[src/hdl/pcc_pkg.sv]
// shared types and constants for the polygon convexity checker
// no dependencies
package pcc_pkg;

    // default coordinate width used inside the datapath
    localparam int COORD_BITS_DEF = 16;

    // stream field widths
    localparam int VERTEX_W  = 16;
    localparam int S_TDATA_W = 32;
    localparam int M_TDATA_W = 8;

    // vertex count codes, saturating at three
    localparam logic [1:0] CNT_EMPTY = 2'd0;
    localparam logic [1:0] CNT_ONE   = 2'd1;
    localparam logic [1:0] CNT_TWO   = 2'd2;
    localparam logic [1:0] CNT_MANY  = 2'd3;

    // per-vertex control carried down the pipeline
    typedef struct packed {
        logic [1:0] seen;     // vertices seen before this one
        logic       closing;  // final vertex of the polygon
    } ctrl_t;

endpackage

[src/hdl/pcc_sign_stage.sv]
// turn signs, mismatch tracking and the registered convexity result
// depends on pcc_pkg
module pcc_sign_stage #(
    parameter int COORD_BITS = pcc_pkg::COORD_BITS_DEF
) (
    input  logic                            aclk,
    input  logic                            aresetn,
    input  logic                            in_valid,
    output logic                            in_ready,
    input  logic signed [2*COORD_BITS+1:0]  main_l,
    input  logic signed [2*COORD_BITS+1:0]  main_r,
    input  logic signed [2*COORD_BITS+1:0]  a_l,
    input  logic signed [2*COORD_BITS+1:0]  a_r,
    input  logic signed [2*COORD_BITS+1:0]  b_l,
    input  logic signed [2*COORD_BITS+1:0]  b_r,
    input  pcc_pkg::ctrl_t                  in_ctrl,
    output logic                            out_valid,
    input  logic                            out_ready,
    output logic                            out_convex
);

    logic out_valid_reg, out_valid_next;
    logic convex_reg;
    logic first_sign_reg, first_sign_next;
    logic mismatch_reg, mismatch_next;
    logic go, has_turns;
    logic s_main, s_a, s_b;
    logic convex_val;

    // non-closing vertices never wait on the result register
    assign in_ready  = !in_ctrl.closing || !out_valid_reg || out_ready;
    assign go        = in_valid && in_ready;
    assign has_turns = (in_ctrl.seen == pcc_pkg::CNT_TWO) || (in_ctrl.seen == pcc_pkg::CNT_MANY);

    // a turn is non-negative when its cross product is at least zero
    assign s_main = main_l >= main_r;
    assign s_a    = a_l >= a_r;
    assign s_b    = b_l >= b_r;

    // turn sign bookkeeping
    always_comb begin
        first_sign_next = first_sign_reg;
        mismatch_next   = mismatch_reg;
        convex_val      = 1'b1;
        if (go) begin
            if (in_ctrl.seen == pcc_pkg::CNT_TWO) begin
                first_sign_next = s_main;
            end else if (in_ctrl.seen == pcc_pkg::CNT_MANY && s_main != first_sign_reg) begin
                mismatch_next = 1'b1;
            end
            if (in_ctrl.closing) begin
                // the two turns around the closing edge
                if (has_turns) begin
                    if (s_a != first_sign_next || s_b != first_sign_next) begin
                        mismatch_next = 1'b1;
                    end
                    convex_val = !mismatch_next;
                end
                first_sign_next = 1'b0;
                mismatch_next   = 1'b0;
            end
        end
    end

    // result register valid
    always_comb begin
        out_valid_next = out_valid_reg;
        if (go && in_ctrl.closing) begin
            out_valid_next = 1'b1;
        end else if (out_ready) begin
            out_valid_next = 1'b0;
        end
    end

    always_ff @(posedge aclk) begin
        if (!aresetn) begin
            out_valid_reg  <= 1'b0;
            first_sign_reg <= 1'b0;
            mismatch_reg   <= 1'b0;
        end else begin
            out_valid_reg  <= out_valid_next;
            first_sign_reg <= first_sign_next;
            mismatch_reg   <= mismatch_next;
        end
    end

    always_ff @(posedge aclk) begin
        if (go && in_ctrl.closing) begin
            convex_reg <= convex_val;
        end
    end

    assign out_valid  = out_valid_reg;
    assign out_convex = convex_reg;

endmodule

[config.mk]
export PLATFORM = sky130hd
export DESIGN_NAME = pcc_sign_stage
export DESIGN_NICKNAME = d
export VERILOG_FILES = /design/src/hdl/pcc_pkg.sv /design/src/hdl/pcc_sign_stage.sv
export SDC_FILE = /design/constraint.sdc
export NUM_CORES = 1
export LEC_CHECK = 0
export ABC_CLOCK_PERIOD_IN_PS = 2300
export BUFFER_PORTS_ARGS = -buffer_cell sky130_fd_sc_hd__buf_2
export CORE_ASPECT_RATIO = 1.2
export CORE_MARGIN = 3
export CORE_UTILIZATION = 38
export DETAILED_ROUTE_END_ITERATION = 12
export HOLD_SLACK_MARGIN = 0.03
export PLACE_DENSITY = 0.88
export SLEW_MARGIN = 0
export SYNTH_ARGS = -nofsm -noshare
export SYNTH_HDL_FRONTEND = slang
export SYNTH_SLANG_ARGS = --single-unit
[constraint.sdc]
create_clock -name aclk -period 2.3 [get_ports aclk]
set_clock_uncertainty 0.15 [all_clocks]
set_input_delay 0.115 -clock aclk [delete_from_list [all_inputs] [get_ports aclk]]
set_output_delay 0.115 -clock aclk [all_outputs]
set_load 0.1 [all_outputs]
==> Word-level counts from Yosys, hierarchy flattened <==
Cells that the tools add are included.
{ "word_totals": {"elab_cells": 36, "inputBits": 211, "out_inout_bits": 3, "regBits": 4} }
{ "classes": {"eq_ne": 5, "order_cmp": 3, "n_reduce_logical": 12, "n_mux": 12} }
{ "ops": {"columns": ["operator", "n"], "rows": [
  ["34-bit greater-or-equal comparator", 3],
  ["1-bit two-way mux", 12],
  ["2-bit equality test, second input constant", 2],
  ["1-bit logical OR", 4],
  ["1-bit logical AND", 3],
  ["1-bit logical NOT", 3],
  ["1-bit != test", 3],
  ["3-bit AND reduction", 1],
  ["2-bit nonzero test", 1]
]} }

==> Depth between registers and ports, before layout <==
{ "logic_depth": {"depth_word": 12, "ltp_mapped": 10, "ltp_nobuf": 10} }

==> Worst setup path before layout <==
Ideal clock, no wire load.
{ "synth_path": {"path_kind": "reg2reg", "start": "reg out_valid_reg (netlist: out_valid)", "end": "reg mismatch_reg", "n_path_buf": 0, "period_less_slack_ns": 2.724, "path_stages_with_launch": 4, "t_arrival_ns": 2.441, "path_slack_ns": -0.424, "setup_ns": 0.133, "t_required_ns": 2.017, "path_cell_list": "dfxtp_1 -> nand3b_1 -> a21oi_1 -> a2111oi_2"} }
{ "synth_via": {"elab_chain_len": 4} }
{ "synth_rtl": {"columns": ["item", "line", "text"], "rows": [
  ["start, declared", "pcc_sign_stage.sv:22", "logic out_valid_reg, out_valid_next;"],
  ["start signal, assigned", "pcc_sign_stage.sv:81", "out_valid_reg <= out_valid_next;"],
  ["1-bit logical NOT", "pcc_sign_stage.sv:31", "assign in_ready = !in_ctrl.closing || !out_valid_reg || out_ready;"],
  ["1-bit logical OR (2 in series)", "pcc_sign_stage.sv:31", null],
  ["via in_ready", "pcc_sign_stage.sv:9", "output logic in_ready,"],
  ["1-bit logical AND", "pcc_sign_stage.sv:32", "assign go = in_valid && in_ready;"],
  ["end signal, assigned", "pcc_sign_stage.sv:83", "mismatch_reg <= mismatch_next;"],
  ["end, declared", "pcc_sign_stage.sv:25", "logic mismatch_reg, mismatch_next;"]
]} }
The timed path passes the listed nets, and every way through them passes these cells.
A chain may end at the register's enable or synchronous reset.

==> Worst setup path after layout <==
{ "layout_path": {"start": "in b_r[30]", "end": "reg convex_reg (netlist: out_convex) (data pin)"} }
{ "layout_via": {"elab_chain_len": 8} }
{ "layout_rtl": {"columns": ["item", "line", "text"], "rows": [
  ["start, declared", "pcc_sign_stage.sv:15", "input logic signed [2*COORD_BITS+1:0] b_r,"],
  ["34-bit greater-or-equal comparator", "pcc_sign_stage.sv:38", "assign s_b = b_l >= b_r;"],
  ["1-bit != test", "pcc_sign_stage.sv:54", "if (s_a != first_sign_next || s_b != first_sign_next) begin"],
  ["1-bit logical OR", "pcc_sign_stage.sv:54", null],
  ["1-bit two-way mux", "pcc_sign_stage.sv:54", null],
  ["1-bit two-way mux", "pcc_sign_stage.sv:53", "if (has_turns) begin"],
  ["1-bit two-way mux", "pcc_sign_stage.sv:51", "if (in_ctrl.closing) begin"],
  ["1-bit two-way mux", "pcc_sign_stage.sv:45", "if (go) begin"],
  ["1-bit logical NOT", "pcc_sign_stage.sv:57", "convex_val = !mismatch_next;"],
  ["end signal, assigned", "pcc_sign_stage.sv:89", "convex_reg <= convex_val;"],
  ["end, declared", "pcc_sign_stage.sv:23", "logic convex_reg;"]
]} }
Every way passes these cells. The select of a mux whose other input is x is not followed.

==> impl_metrics.env <==
export IMPL_stdcell_count=734
export IMPL_setup_ws_ns=-0.0685
export IMPL_avgSynthCellArea_um2=7.27
export IMPL_netlist_top_cells_area="ha_1 44%, inv_1 14%, a21oi_1 7.9%, nand2_1 4.4%, o21ai_0 2.4%"
export IMPL_ys_types=53
export IMPL_cp_data_required_time_ns=2.12
export IMPL_cp_arrival_ns=2.19
export IMPL_synth_xor_area_share_pct=0
export IMPL_pin_count=214
export IMPL_drtIter0Drc=72
export IMPL_outcome="finished, violations left"
export IMPL_path_class="in -> reg"
export IMPL_ys_async_sr_fraction_pct=0
export IMPL_yosys_area_share_simple_pct=17.6
export IMPL_use_met3_pct=3.31
export IMPL_hold_path_class="in -> reg"
export IMPL_dp_slack_ns=-0.461
export IMPL_synth_top_family_by_area="adder cells"
export IMPL_clockBufferDepth=2
export IMPL_power_total_mw=1.02
export IMPL_htree_levels=1
export IMPL_syn_cell_area_um2=2930
export IMPL_setup_viol=1
export IMPL_endpoint_kind="flip-flop"
export IMPL_synth_most_common_cell="inv_1"
export IMPL_final_max_slew_violation_count=0
export IMPL_tightest_slew_ns=0.506
export IMPL_cpPeakStageDelay_ns=0.51
export IMPL_relSlewSlack_pct=66.5
export IMPL_dieWidth_um=86.2
export IMPL_netlist_area_leader_share_pct=43.5
export IMPL_syn_inst=403
export IMPL_path_buf_inv=2
export IMPL_globalplace_congestion=0.810
export IMPL_die_area_um2=8810
export IMPL_slowest_stage="or4_1"
export IMPL_synth_common_cells="110 x inv_1, 102 x ha_1, 46 x a21oi_1, 34 x nand2_1"
export IMPL_layout_drive_gt1_share_pct=43.9
export IMPL_num_rows=34
export IMPL_antenna_left=0
export IMPL_first_pass_iters=4
export IMPL_synth_fa_ha_area_share_pct=43.5
export IMPL_wl_mm=9.70
export IMPL_final_period_utilization_pct=103
export IMPL_utilization_pct=62.9
export IMPL_grt_overflow_total=0
export IMPL_min_from="aresetn"
export IMPL_hold_buffers=0
export IMPL_ys_flop_type="dfxtp_1"
export IMPL_fin_crit_ns=2.37
export IMPL_routedWlPerCell_um=13.2
export IMPL_use_met2_pct=41.5
export IMPL_critPathTopFamily="simple AND/OR/NAND/NOR gates"
export IMPL_dp_hpwl_mm=8.65
export IMPL_antenna_found_initial=0
export IMPL_synth_compound_area_share_pct=20.9
export IMPL_crit_chain="buf_2 -> inv_1 -> ha_4 -> nand4_4 -> nor4_4 -> nand4_1 -> or4_1 -> nand4b_1 -> mux2i_2 -> a211oi_2 -> nor3_2"
export IMPL_cts_root_buf="clkbuf_8"
export IMPL_clock_sinks=4
export IMPL_port_buffers=213
export IMPL_die_h_um=102
export IMPL_grt_pass1_wl_mm=14.9
export IMPL_num_vias=3772
export IMPL_clock_fmax_mhz=422
export IMPL_ys_ff_latch=4
export IMPL_drv_cap=0
export IMPL_drc=0
export IMPL_fillCellCount=614
export IMPL_fin_setup_tns_ns=-0.0685
export IMPL_finalNetCount=958
export IMPL_ir_worst_vdd_mv=0.122
export IMPL_rsz0062_at_grt="yes"
export IMPL_crit_fanout=2
export IMPL_grtUsageTotal_pct=20.2
export IMPL_synth_top_cell_by_area="ha_1"
export IMPL_violations="setup timing"
export IMPL_yosysSeqAreaShare_pct=3.07
export IMPL_cts_clk_slew_worst_paths_ns=0.04
export IMPL_clock_latency_ns=0.22
export IMPL_synthMuxAreaShare_pct=0.683
export IMPL_initial_utilization_pct=39.8
export IMPL_leakagePower_nw=2.79
export IMPL_n_antenna_cell=0
export IMPL_grt_pass1_vias=3859
export IMPL_hold_violations=0
export IMPL_core_area_um2=7360
export IMPL_vias_per_cell=5.14
export IMPL_syn_nets=716
export IMPL_r2r_start="out_valid"
export IMPL_yosysWarnings=0
export IMPL_grt_max_degree=7
export IMPL_p_per_area_nw_per_um2=219
export IMPL_grt_busiest_layer="met2"
export IMPL_synth_edf_count=1
export IMPL_startpoint_type="primary input"
export IMPL_cts_made_buffers=3
export IMPL_grtUsageMet1_pct=19.5
export IMPL_cts_tree="done"
export IMPL_setup_worst_path_start="b_r[30]"
export IMPL_area_delta_synth_final_pct=58.0
export IMPL_dp_cells=728
layout by cell type (no fill, tap or decap), drive strengths merged, types with 2 or more instances in the layout:
| master | synthesis | final |
|---|---|---|
| mux2i | 2 | 2 |
| inv | 110 | 110 |
| nand2 | 35 | 35 |
| and4 | 4 | 4 |
| dfxtp | 3 | 3 |
| nand3 | 3 | 3 |
| a211oi | 7 | 7 |
| o21a | 2 | 2 |
| buf | 0 | 238 |
| a21oi | 46 | 46 |
| nand3b | 2 | 2 |
| ha | 102 | 102 |
| o21ai | 16 | 16 |
| nor3 | 3 | 3 |
| nor2 | 14 | 14 |
| nor4 | 2 | 2 |
| nand4 | 13 | 13 |
| nand2b | 4 | 4 |
| and3 | 3 | 3 |
| a21o | 5 | 5 |
| a2111oi | 2 | 2 |
| o31ai | 2 | 2 |
| or4 | 2 | 2 |
| clkbuf | 1 | 4 |
| a221oi | 3 | 3 |
path summary, 6_finish.rpt:
check / end / slack, ns / depth (start not counted)
setup reg to reg: out_convex / 0.85 / 5
setup / recovery: out_convex / -0.07 / 11
hold / removal: out_valid / 0.02 / 3
hold reg to reg: first_sign_reg / 0.34 / 2
layer usage:
metal  wire [um]  up-vias  part of all wire, %
met2        5350      159                   55
met5           0        -                    0
met4         432        0                  4.5
li1            -     1876                    -
met3         661       48                  6.8
met1        3260     1689                   34
cell type report:
| class | count | area, um^2 | share of cell area [%] |
|---|---|---|---|
| clock buffers | 4 | 45.0 | 0.973 |
| inverters | 110 | 415 | 8.97 |
| multi-input cells | 288 | 2660 | 57.4 |
| flip-flops and latches | 4 | 93.8 | 2.03 |
| well taps | 90 | 113 | 2.43 |
| repair buffers | 238 | 1300 | 28.2 |
logic make-up after synthesis:
logic type      count (synthesis)
flops                           4
mux                             2
compound gates                 94
simple gates                   90
buf+inv                       111
fa+ha+maj                     102
repair_timing:
item	4_1_cts	5_1_grt
pin swaps	12	16
endpoints found under the hold margin	0	0
resized for setup	20	21
buffers inserted	1	1
setup endpoints to repair	1	3
cloned	0	0
tightest hold or removal path, stage by stage:
cell	delay, ns
buf_2	0.07
inv_1	0.06
a21oi_1	0.10
through the flow:
stage                     hold slack (ns)  instance area (um^2)
after floorplan                     0.126                  2940
after global placement              0.237                  4280
after detailed placement            0.256                  4280
after CTS                          0.0307                  4440
after global routing               0.0571                  4630
final                              0.0243                  4630
report_power, final:
group          internal, mW  total, mW  switching [mW]
clock network         0.119      0.161          0.0423
logic                 0.407      0.777           0.370
registers            0.0753     0.0768         0.00153
(Power assumes the default switching activity.)
