==> src/hdl/pcc_pkg.sv <==
// shared types and constants for the polygon convexity checker
// no dependencies
package pcc_pkg;

    // default coordinate width used inside the datapath
    localparam int COORD_BITS_DEF = 16;

    // stream field widths
    localparam int VERTEX_W  = 16;
    localparam int S_TDATA_W = 32;
    localparam int M_TDATA_W = 8;

    // vertex count codes, saturating at three
    localparam logic [1:0] CNT_EMPTY = 2'd0;
    localparam logic [1:0] CNT_ONE   = 2'd1;
    localparam logic [1:0] CNT_TWO   = 2'd2;
    localparam logic [1:0] CNT_MANY  = 2'd3;

    // per-vertex control carried down the pipeline
    typedef struct packed {
        logic [1:0] seen;     // vertices seen before this one
        logic       closing;  // final vertex of the polygon
    } ctrl_t;

endpackage

==> src/hdl/pcc_edge_stage.sv <==
// input register, edge differences and polygon vertex/edge state
// depends on pcc_pkg
module pcc_edge_stage #(
    parameter int COORD_BITS = pcc_pkg::COORD_BITS_DEF
) (
    input  logic                        aclk,
    input  logic                        aresetn,
    input  logic                        in_valid,
    output logic                        in_ready,
    input  logic [COORD_BITS-1:0]       in_x,
    input  logic [COORD_BITS-1:0]       in_y,
    input  logic                        in_last,
    output logic                        out_valid,
    input  logic                        out_ready,
    output logic signed [COORD_BITS:0]  pe_x,
    output logic signed [COORD_BITS:0]  pe_y,
    output logic signed [COORD_BITS:0]  e_x,
    output logic signed [COORD_BITS:0]  e_y,
    output logic signed [COORD_BITS:0]  c_x,
    output logic signed [COORD_BITS:0]  c_y,
    output logic signed [COORD_BITS:0]  fe_x,
    output logic signed [COORD_BITS:0]  fe_y,
    output pcc_pkg::ctrl_t              out_ctrl
);

    localparam int EW = COORD_BITS + 1;

    // input register
    logic                  s1_valid_reg;
    logic [COORD_BITS-1:0] s1_x_reg, s1_y_reg;
    logic                  s1_last_reg;

    // polygon state
    logic [COORD_BITS-1:0] first_x_reg, first_y_reg, first_x_next, first_y_next;
    logic [COORD_BITS-1:0] prev_x_reg, prev_y_reg, prev_x_next, prev_y_next;
    logic signed [EW-1:0]  first_ex_reg, first_ey_reg, first_ex_next, first_ey_next;
    logic signed [EW-1:0]  prev_ex_reg, prev_ey_reg, prev_ex_next, prev_ey_next;
    logic [1:0]            cnt_reg, cnt_next;

    // operand register
    logic                  s2_valid_reg;
    logic signed [EW-1:0]  pe_x_reg, pe_y_reg, e_x_reg, e_y_reg;
    logic signed [EW-1:0]  c_x_reg, c_y_reg, fe_x_reg, fe_y_reg;
    pcc_pkg::ctrl_t        ctrl_reg;

    logic                  en1, en2, take;
    logic signed [EW-1:0]  ex, ey, cx, cy;

    // stage enables
    assign en2      = !s2_valid_reg || out_ready;
    assign en1      = !s1_valid_reg || en2;
    assign in_ready = en1;
    assign take     = s1_valid_reg && en2;

    // new edge and closing edge back to the first vertex
    assign ex = $signed({1'b0, s1_x_reg}) - $signed({1'b0, prev_x_reg});
    assign ey = $signed({1'b0, s1_y_reg}) - $signed({1'b0, prev_y_reg});
    assign cx = $signed({1'b0, first_x_reg}) - $signed({1'b0, s1_x_reg});
    assign cy = $signed({1'b0, first_y_reg}) - $signed({1'b0, s1_y_reg});

    // state update for the vertex leaving the input register
    always_comb begin
        first_x_next  = first_x_reg;
        first_y_next  = first_y_reg;
        prev_x_next   = prev_x_reg;
        prev_y_next   = prev_y_reg;
        first_ex_next = first_ex_reg;
        first_ey_next = first_ey_reg;
        prev_ex_next  = prev_ex_reg;
        prev_ey_next  = prev_ey_reg;
        cnt_next      = cnt_reg;
        if (take) begin
            if (cnt_reg == pcc_pkg::CNT_EMPTY) begin
                first_x_next = s1_x_reg;
                first_y_next = s1_y_reg;
            end
            if (cnt_reg == pcc_pkg::CNT_ONE) begin
                first_ex_next = ex;
                first_ey_next = ey;
            end
            if (cnt_reg != pcc_pkg::CNT_EMPTY) begin
                prev_ex_next = ex;
                prev_ey_next = ey;
            end
            prev_x_next = s1_x_reg;
            prev_y_next = s1_y_reg;
            if (cnt_reg != pcc_pkg::CNT_MANY) begin
                cnt_next = cnt_reg + 2'd1;
            end
            // a closed polygon leaves the block empty
            if (s1_last_reg) begin
                first_x_next  = '0;
                first_y_next  = '0;
                prev_x_next   = '0;
                prev_y_next   = '0;
                first_ex_next = '0;
                first_ey_next = '0;
                prev_ex_next  = '0;
                prev_ey_next  = '0;
                cnt_next      = pcc_pkg::CNT_EMPTY;
            end
        end
    end

    // control registers
    always_ff @(posedge aclk) begin
        if (!aresetn) begin
            s1_valid_reg <= 1'b0;
            s2_valid_reg <= 1'b0;
            cnt_reg      <= pcc_pkg::CNT_EMPTY;
            first_x_reg  <= '0;
            first_y_reg  <= '0;
            prev_x_reg   <= '0;
            prev_y_reg   <= '0;
            first_ex_reg <= '0;
            first_ey_reg <= '0;
            prev_ex_reg  <= '0;
            prev_ey_reg  <= '0;
        end else begin
            if (en1) begin
                s1_valid_reg <= in_valid;
            end
            if (en2) begin
                s2_valid_reg <= s1_valid_reg;
            end
            cnt_reg      <= cnt_next;
            first_x_reg  <= first_x_next;
            first_y_reg  <= first_y_next;
            prev_x_reg   <= prev_x_next;
            prev_y_reg   <= prev_y_next;
            first_ex_reg <= first_ex_next;
            first_ey_reg <= first_ey_next;
            prev_ex_reg  <= prev_ex_next;
            prev_ey_reg  <= prev_ey_next;
        end
    end

    // payload registers
    always_ff @(posedge aclk) begin
        if (in_valid && en1) begin
            s1_x_reg    <= in_x;
            s1_y_reg    <= in_y;
            s1_last_reg <= in_last;
        end
        if (take) begin
            pe_x_reg         <= prev_ex_reg;
            pe_y_reg         <= prev_ey_reg;
            e_x_reg          <= ex;
            e_y_reg          <= ey;
            c_x_reg          <= cx;
            c_y_reg          <= cy;
            fe_x_reg         <= first_ex_reg;
            fe_y_reg         <= first_ey_reg;
            ctrl_reg.seen    <= cnt_reg;
            ctrl_reg.closing <= s1_last_reg;
        end
    end

    assign out_valid = s2_valid_reg;
    assign pe_x      = pe_x_reg;
    assign pe_y      = pe_y_reg;
    assign e_x       = e_x_reg;
    assign e_y       = e_y_reg;
    assign c_x       = c_x_reg;
    assign c_y       = c_y_reg;
    assign fe_x      = fe_x_reg;
    assign fe_y      = fe_y_reg;
    assign out_ctrl  = ctrl_reg;

endmodule

==> config.mk <==
export PLATFORM = sky130hd
export DESIGN_NAME = pcc_edge_stage
export DESIGN_NICKNAME = d
export VERILOG_FILES = /design/src/hdl/pcc_pkg.sv /design/src/hdl/pcc_edge_stage.sv
export SDC_FILE = /design/constraint.sdc
export NUM_CORES = 1
export LEC_CHECK = 0
export BUFFER_PORTS_ARGS = -buffer_cell sky130_fd_sc_hd__buf_2
export CORE_UTILIZATION = 35
export DETAILED_ROUTE_END_ITERATION = 12
export GPL_TIMING_DRIVEN = 1
export SLEW_MARGIN = 20
export SYNTH_ARGS = -nofsm -noshare
export SYNTH_HDL_FRONTEND = slang
export SYNTH_SLANG_ARGS = --single-unit
==> constraint.sdc <==
create_clock -name aclk -period 5.6 [get_ports aclk]
set_input_delay 0.56 -clock aclk [delete_from_list [all_inputs] [get_ports aclk]]
set_output_delay 0.56 -clock aclk [all_outputs]
set_load 0.05 [all_outputs]
# Word level (Yosys, flattened, before mapping)
# Index checks and enable logic that the tools add are counted.
[word_totals]
latch_bits = 0
ramBits = 0
regBits = 308
mem_bits_ro = 0
output_inout_bits = 141
in_bits = 37
memories = 0
[op_classes]
n_mul = 0
div_mod_pow = 0
n_shift = 0
order_cmp = 0
bitwise = 0
mux = 16
n_addsub = 5
n_eq_ne = 2
reduce_logical = 16
[ops]
columns = ["cell", "count"]
rows = [
  ["$mux W17", 8],
  ["$mux W16", 6],
  ["$sub A16 B16 Y17", 4],
  ["$reduce_bool A2 Y1", 5],
  ["$reduce_and A2 Y1", 4],
  ["$mux W2", 2],
  ["$add A2 B1 Y2 const B", 1],
  ["$eq A2 B1 Y1 const B", 1],
  ["$logic_and A1 B1 Y1", 2],
  ["$logic_not A1 Y1", 2],
  ["$logic_not A2 Y1", 1],
  ["$logic_or A1 B1 Y1", 2],
  ["$ne A2 B2 Y1 const B", 1],
]

# Longest topological paths before layout
[depth]
word_depth = 4
ltp_mapped = 10
mapped_depth_nobuf = 9

# Least setup slack after synthesis
# Ideal clock, no wire load.
[synth_timing]
path_kind = "input-to-reg"
from = "in out_ready"
to = "reg c_x_reg[0], in the netlist c_x[0], enable pin"
path_stages = 5
setup_slack_ns = 0.025
arrival_ns = 5.017
n_path_buf = 2
path_cell_list = "nand2b_1 -> nand2_1 -> inv_1 -> buf_2 -> buf_1"
[synth_between]
elab_chain_len = 2
[synth_rtl]
columns = ["element", "line", "text"]
rows = [
  ["from (decl)", "pcc_edge_stage.sv:14", "input logic out_ready,"],
  ["$logic_or A1 B1 Y1", "pcc_edge_stage.sv:50", "assign en2 = !s2_valid_reg || out_ready;"],
  ["$logic_and A1 B1 Y1", "pcc_edge_stage.sv:53", "assign take = s1_valid_reg && en2;"],
  ["via take", "pcc_edge_stage.sv:46", "logic en1, en2, take;"],
  ["to (signal assigned)", "pcc_edge_stage.sv:150", "c_x_reg <= cx;"],
  ["to (decl)", "pcc_edge_stage.sv:43", "logic signed [EW-1:0] c_x_reg, c_y_reg, fe_x_reg, fe_y_reg;"],
]
# The timed path passes the listed nets, and every way through them passes these cells.
# A chain may end at the register's enable or synchronous reset.

# Final worst setup path
[layout_timing]
from = "reg s1_valid_reg"
to = "reg prev_ex_reg[16]"
[layout_between]
elab_chain_len = 2
[layout_rtl]
columns = ["element", "line", "text"]
rows = [
  ["from (decl)", "pcc_edge_stage.sv:29", "logic s1_valid_reg;"],
  ["from (signal assigned)", "pcc_edge_stage.sv:121", "s1_valid_reg <= in_valid;"],
  ["$logic_and A1 B1 Y1", "pcc_edge_stage.sv:53", ""],
  ["$reduce_and A2 Y1 (no line)", "--", ""],
  ["to (signal assigned)", "pcc_edge_stage.sv:133", "prev_ex_reg <= prev_ex_next;"],
  ["to (decl)", "pcc_edge_stage.sv:37", "logic signed [EW-1:0] prev_ex_reg, prev_ey_reg, prev_ex_next, prev_ey_next;"],
]
# Every way passes these cells.

==> metrics <==
Clock transition at path regs=~60 ps; DIE AREA=approximately 0.040 sq mm; Total GRT Usage=about 16%; overflow left after global routing=0; post-route setup TNS=0 ps; pwr/cell area=roughly 330 mW/mm^2; Site Rows=72; fraction of layout instances using a drive strength above 1=17.3%; transition time at the pin with the least slew margin=approximately 1100 ps; synthesized cell area=approximately 0.014 sq mm; maximum clock rate=337 MHz; worst path bufs/invs=1; kind of critical path=flip-flop to flip-flop; origin of the worst min-delay path=in_x[15]; Worst Setup EP=prev_ex_reg[16]; first-pass GRT wire length=approximately 50000 microns; largest vdd supply drop=between 0.2 and 0.25 mV; top area cells in the synthesized netlist=sky130_fd_sc_hd__edfxtp_1, sky130_fd_sc_hd__dfxtp_1, sky130_fd_sc_hd__ha_1; largest stage delay on the critical path=approximately 730 ps; post-synthesis instance total=1240; area share of the leading cell type in the synthesized netlist=37.7%; startpoint of the lowest-slack register-to-register path=s1_valid_reg; First-pass DRT Iterations=5; async set or reset register ratio after synthesis=0%; Warnings, synthesis=0; Post-CTS Setup Repair Bufs=0; maximum number of pins on one net before global-route repair=102; hpwl dp=approximately 23000 microns; clock insertion delay at the later pin of the skew report=approximately 560 ps; CTS HTree Levels=1; Setup-failing EPs final=0; leading register cell type out of synthesis=sky130_fd_sc_hd__edfxtp_1; wire length per cell=~17 microns; vias=approximately 9.5k; area inside the core boundary=0.0386 sq mm; post-layout utilization of the core=a little over two fifths; clk root buf=sky130_fd_sc_hd__clkbuf_16; CTS Buf Count=31; most prevalent standard cell on the critical path=sky130_fd_sc_hd__nand2_1; sequential share of the synthesized area=a little under three fifths; Reg2Reg Capture Point=prev_ex_reg[16]; crit-path leading delay family=simple AND/OR/NAND/NOR gates; chip width=~200 microns; min-delay worst type=primary input to flip-flop; result of the run=finished clean; max-capacitance violation count=0; number of clock sinks seen by CTS=308; syn avg cell area=11.1 sq um; Detailed Route WL=approximately 33000 microns; number of primary I/O pins=~180; pins over their slew limit=0; vertical die dimension=200 microns; startpoint of the most critical setup path=s1_valid_reg; initial standard-cell utilization of the core=between 30% and 40%; leakage power of the design=6.23 nW; antenna violations before repair=0; critical path peak fanout=between 80 and 90; weighted congestion at the end of routability-driven global placement=0.822; period utilisation layout=approximately 53%; Post-CTS Resized=0; Setup WS post-layout=between 2000 and 3000 ps; top cells by instance count after synthesis=sky130_fd_sc_hd__edfxtp_1, sky130_fd_sc_hd__dfxtp_1, sky130_fd_sc_hd__nand2_1, sky130_fd_sc_hd__inv_1, sky130_fd_sc_hd__ha_1; cell with the largest stage delay on the worst path=sky130_fd_sc_hd__nand2_1; number of buffers between clock root and the deepest sink=3; cells along the critical path=nand2_1 > inv_6 > nand2_1 > and2_1 > a22oi_1 > o21ai_0; Final Power=5.30 mW; number of logic stages on the critical path including buffering=6; data required time at the worst endpoint=6040 ps; clk_skew=just over 9 ps; IO Port Bufs=177; endpoint class of the critical path=flip-flop; headroom to the max-slew limit=29.5%; CTS tree=built; synthesized flop and latch total=308; Post-synth EDFFs=roughly 170; Area growth, synth to finish=17.5%; Layout Nets=1524; crit path DAT=approximately 3400 ps; most instantiated library cell after synthesis=sky130_fd_sc_hd__edfxtp_1; final hold vios=0; type of origin of the critical path=flip-flop; remaining antenna violation count=0; DRC viols=0; vias in the first global route=~8.9k; clock period minus final worst setup slack=about 3000 ps; via/cell ratio=just under 5; total placed instance area=0.0152 sq mm; number of buffers added to fix hold violations after cts=0; Yosys top cell by area=sky130_fd_sc_hd__edfxtp_1; 1st-iter DRT viols=between 500 and 600; R2R depth=6; # diodes=0; syn_nets=approximately 1.4k; setup repair after global routing missed its margin=false; number of library cell types mapped by synthesis=61; final standard cell area without fillers=approximately 0.016 sq mm; worst reg2reg setup slack=about 2600 ps; pre-CTS setup slack=between 2000 and 2500 ps
placed cells by master (no fill, tap or decap), drive strengths merged, types with 5 or more instances in the layout:
| cell type | n |
|---|---|
| edfxtp | 172 |
| nor3 | 29 |
| nand2b | 8 |
| o311ai | 7 |
| o31ai | 10 |
| ha | 69 |
| a31oi | 6 |
| nand3 | 14 |
| buf | 187 |
| a22o | 22 |
| a21oi | 56 |
| nand2 | 129 |
| a21o | 24 |
| a32oi | 6 |
| a21boi | 47 |
| nor2 | 65 |
| a22oi | 17 |
| nor2b | 65 |
| o31a | 7 |
| inv | 99 |
| o211ai | 6 |
| o21ai | 44 |
| clkbuf | 39 |
| clkinv | 12 |
| o21a | 22 |
| o21bai | 5 |
| or2 | 6 |
| and2 | 19 |
| xor2 | 8 |
| xnor2 | 26 |
| or3 | 14 |
| dfxtp | 136 |
| mux2i | 9 |
| a32o | 10 |
stage by stage:
stage	instances	hold WS [ps]
after global routing	1955	150
final	1955	170
after CTS	1955	148
after floorplan	1240	408
after global placement	1899	417
after detailed placement	1899	415
where the power goes:
group | switching [mW] | internal, mW | total, mW
registers | 0.0533 | 2.51 | 2.57
logic | 0.549 | 0.221 | 0.770
clock network | 0.854 | 1.11 | 1.96
total | 1.46 | 3.85 | 5.30
area by class of cell:
| type | instances | area, sq um |
|---|---|---|
| Inverter | 97 | 369 |
| Sequential cell | 308 | 7890 |
| Clock buffer | 39 | 846 |
| Tap cell | 518 | 648 |
| Clock inverter | 17 | 116 |
| Fill cell | 3695 | 22500 |
| Multi-Input combinational cell | 789 | 5290 |
| Timing Repair Buffer | 187 | 961 |
worst reg2reg max path: stages, from the launching register on:
cell                      delay, ps
sky130_fd_sc_hd__dfxtp_1        370
sky130_fd_sc_hd__nand2_1        140
sky130_fd_sc_hd__inv_6          560
sky130_fd_sc_hd__nand2_1        770
sky130_fd_sc_hd__and2_1         640
sky130_fd_sc_hd__a22oi_1        250
sky130_fd_sc_hd__o21ai_0        100
per-layer routing:
layer | vias up | wire length, microns | track usage (%)
met1 | 4453 | 16500 | 24.0
met4 | 0 | 550 | 4.41
met2 | 216 | 13800 | 23.7
met5 | - | 0 | 0
met3 | 34 | 1910 | 3.18
li1 | 4791 | - | -
worst min path at each step:
stage	end	slack (ps)	cells past startpoint
after CTS	s1_x_reg[2]	150	1
final	s1_x_reg[15]	170	1
after floorplan	fe_x[2]	410	0
after global routing	s1_y_reg[1]	150	1
after detailed placement	fe_y[2]	410	0
after global placement	fe_y[0]	420	0
logic make-up (layout without fill, tap and decap cells):
group | Yosys count | after routing | synth area share [%]
xor gates and xnor gates | 34 | 34 | 2.17
adders and majority gates | 73 | 73 | 6.88
muxes | 9 | 9 | 0.657
DFF | 308 | 308 | 57.5
AOI/OAI and AO/OA | 307 | 307 | 15.9
buffers and inverters | 143 | 340 | 3.98
and+or+nand+nor | 366 | 366 | 13.0
Power figures use the tool's default switching activity.
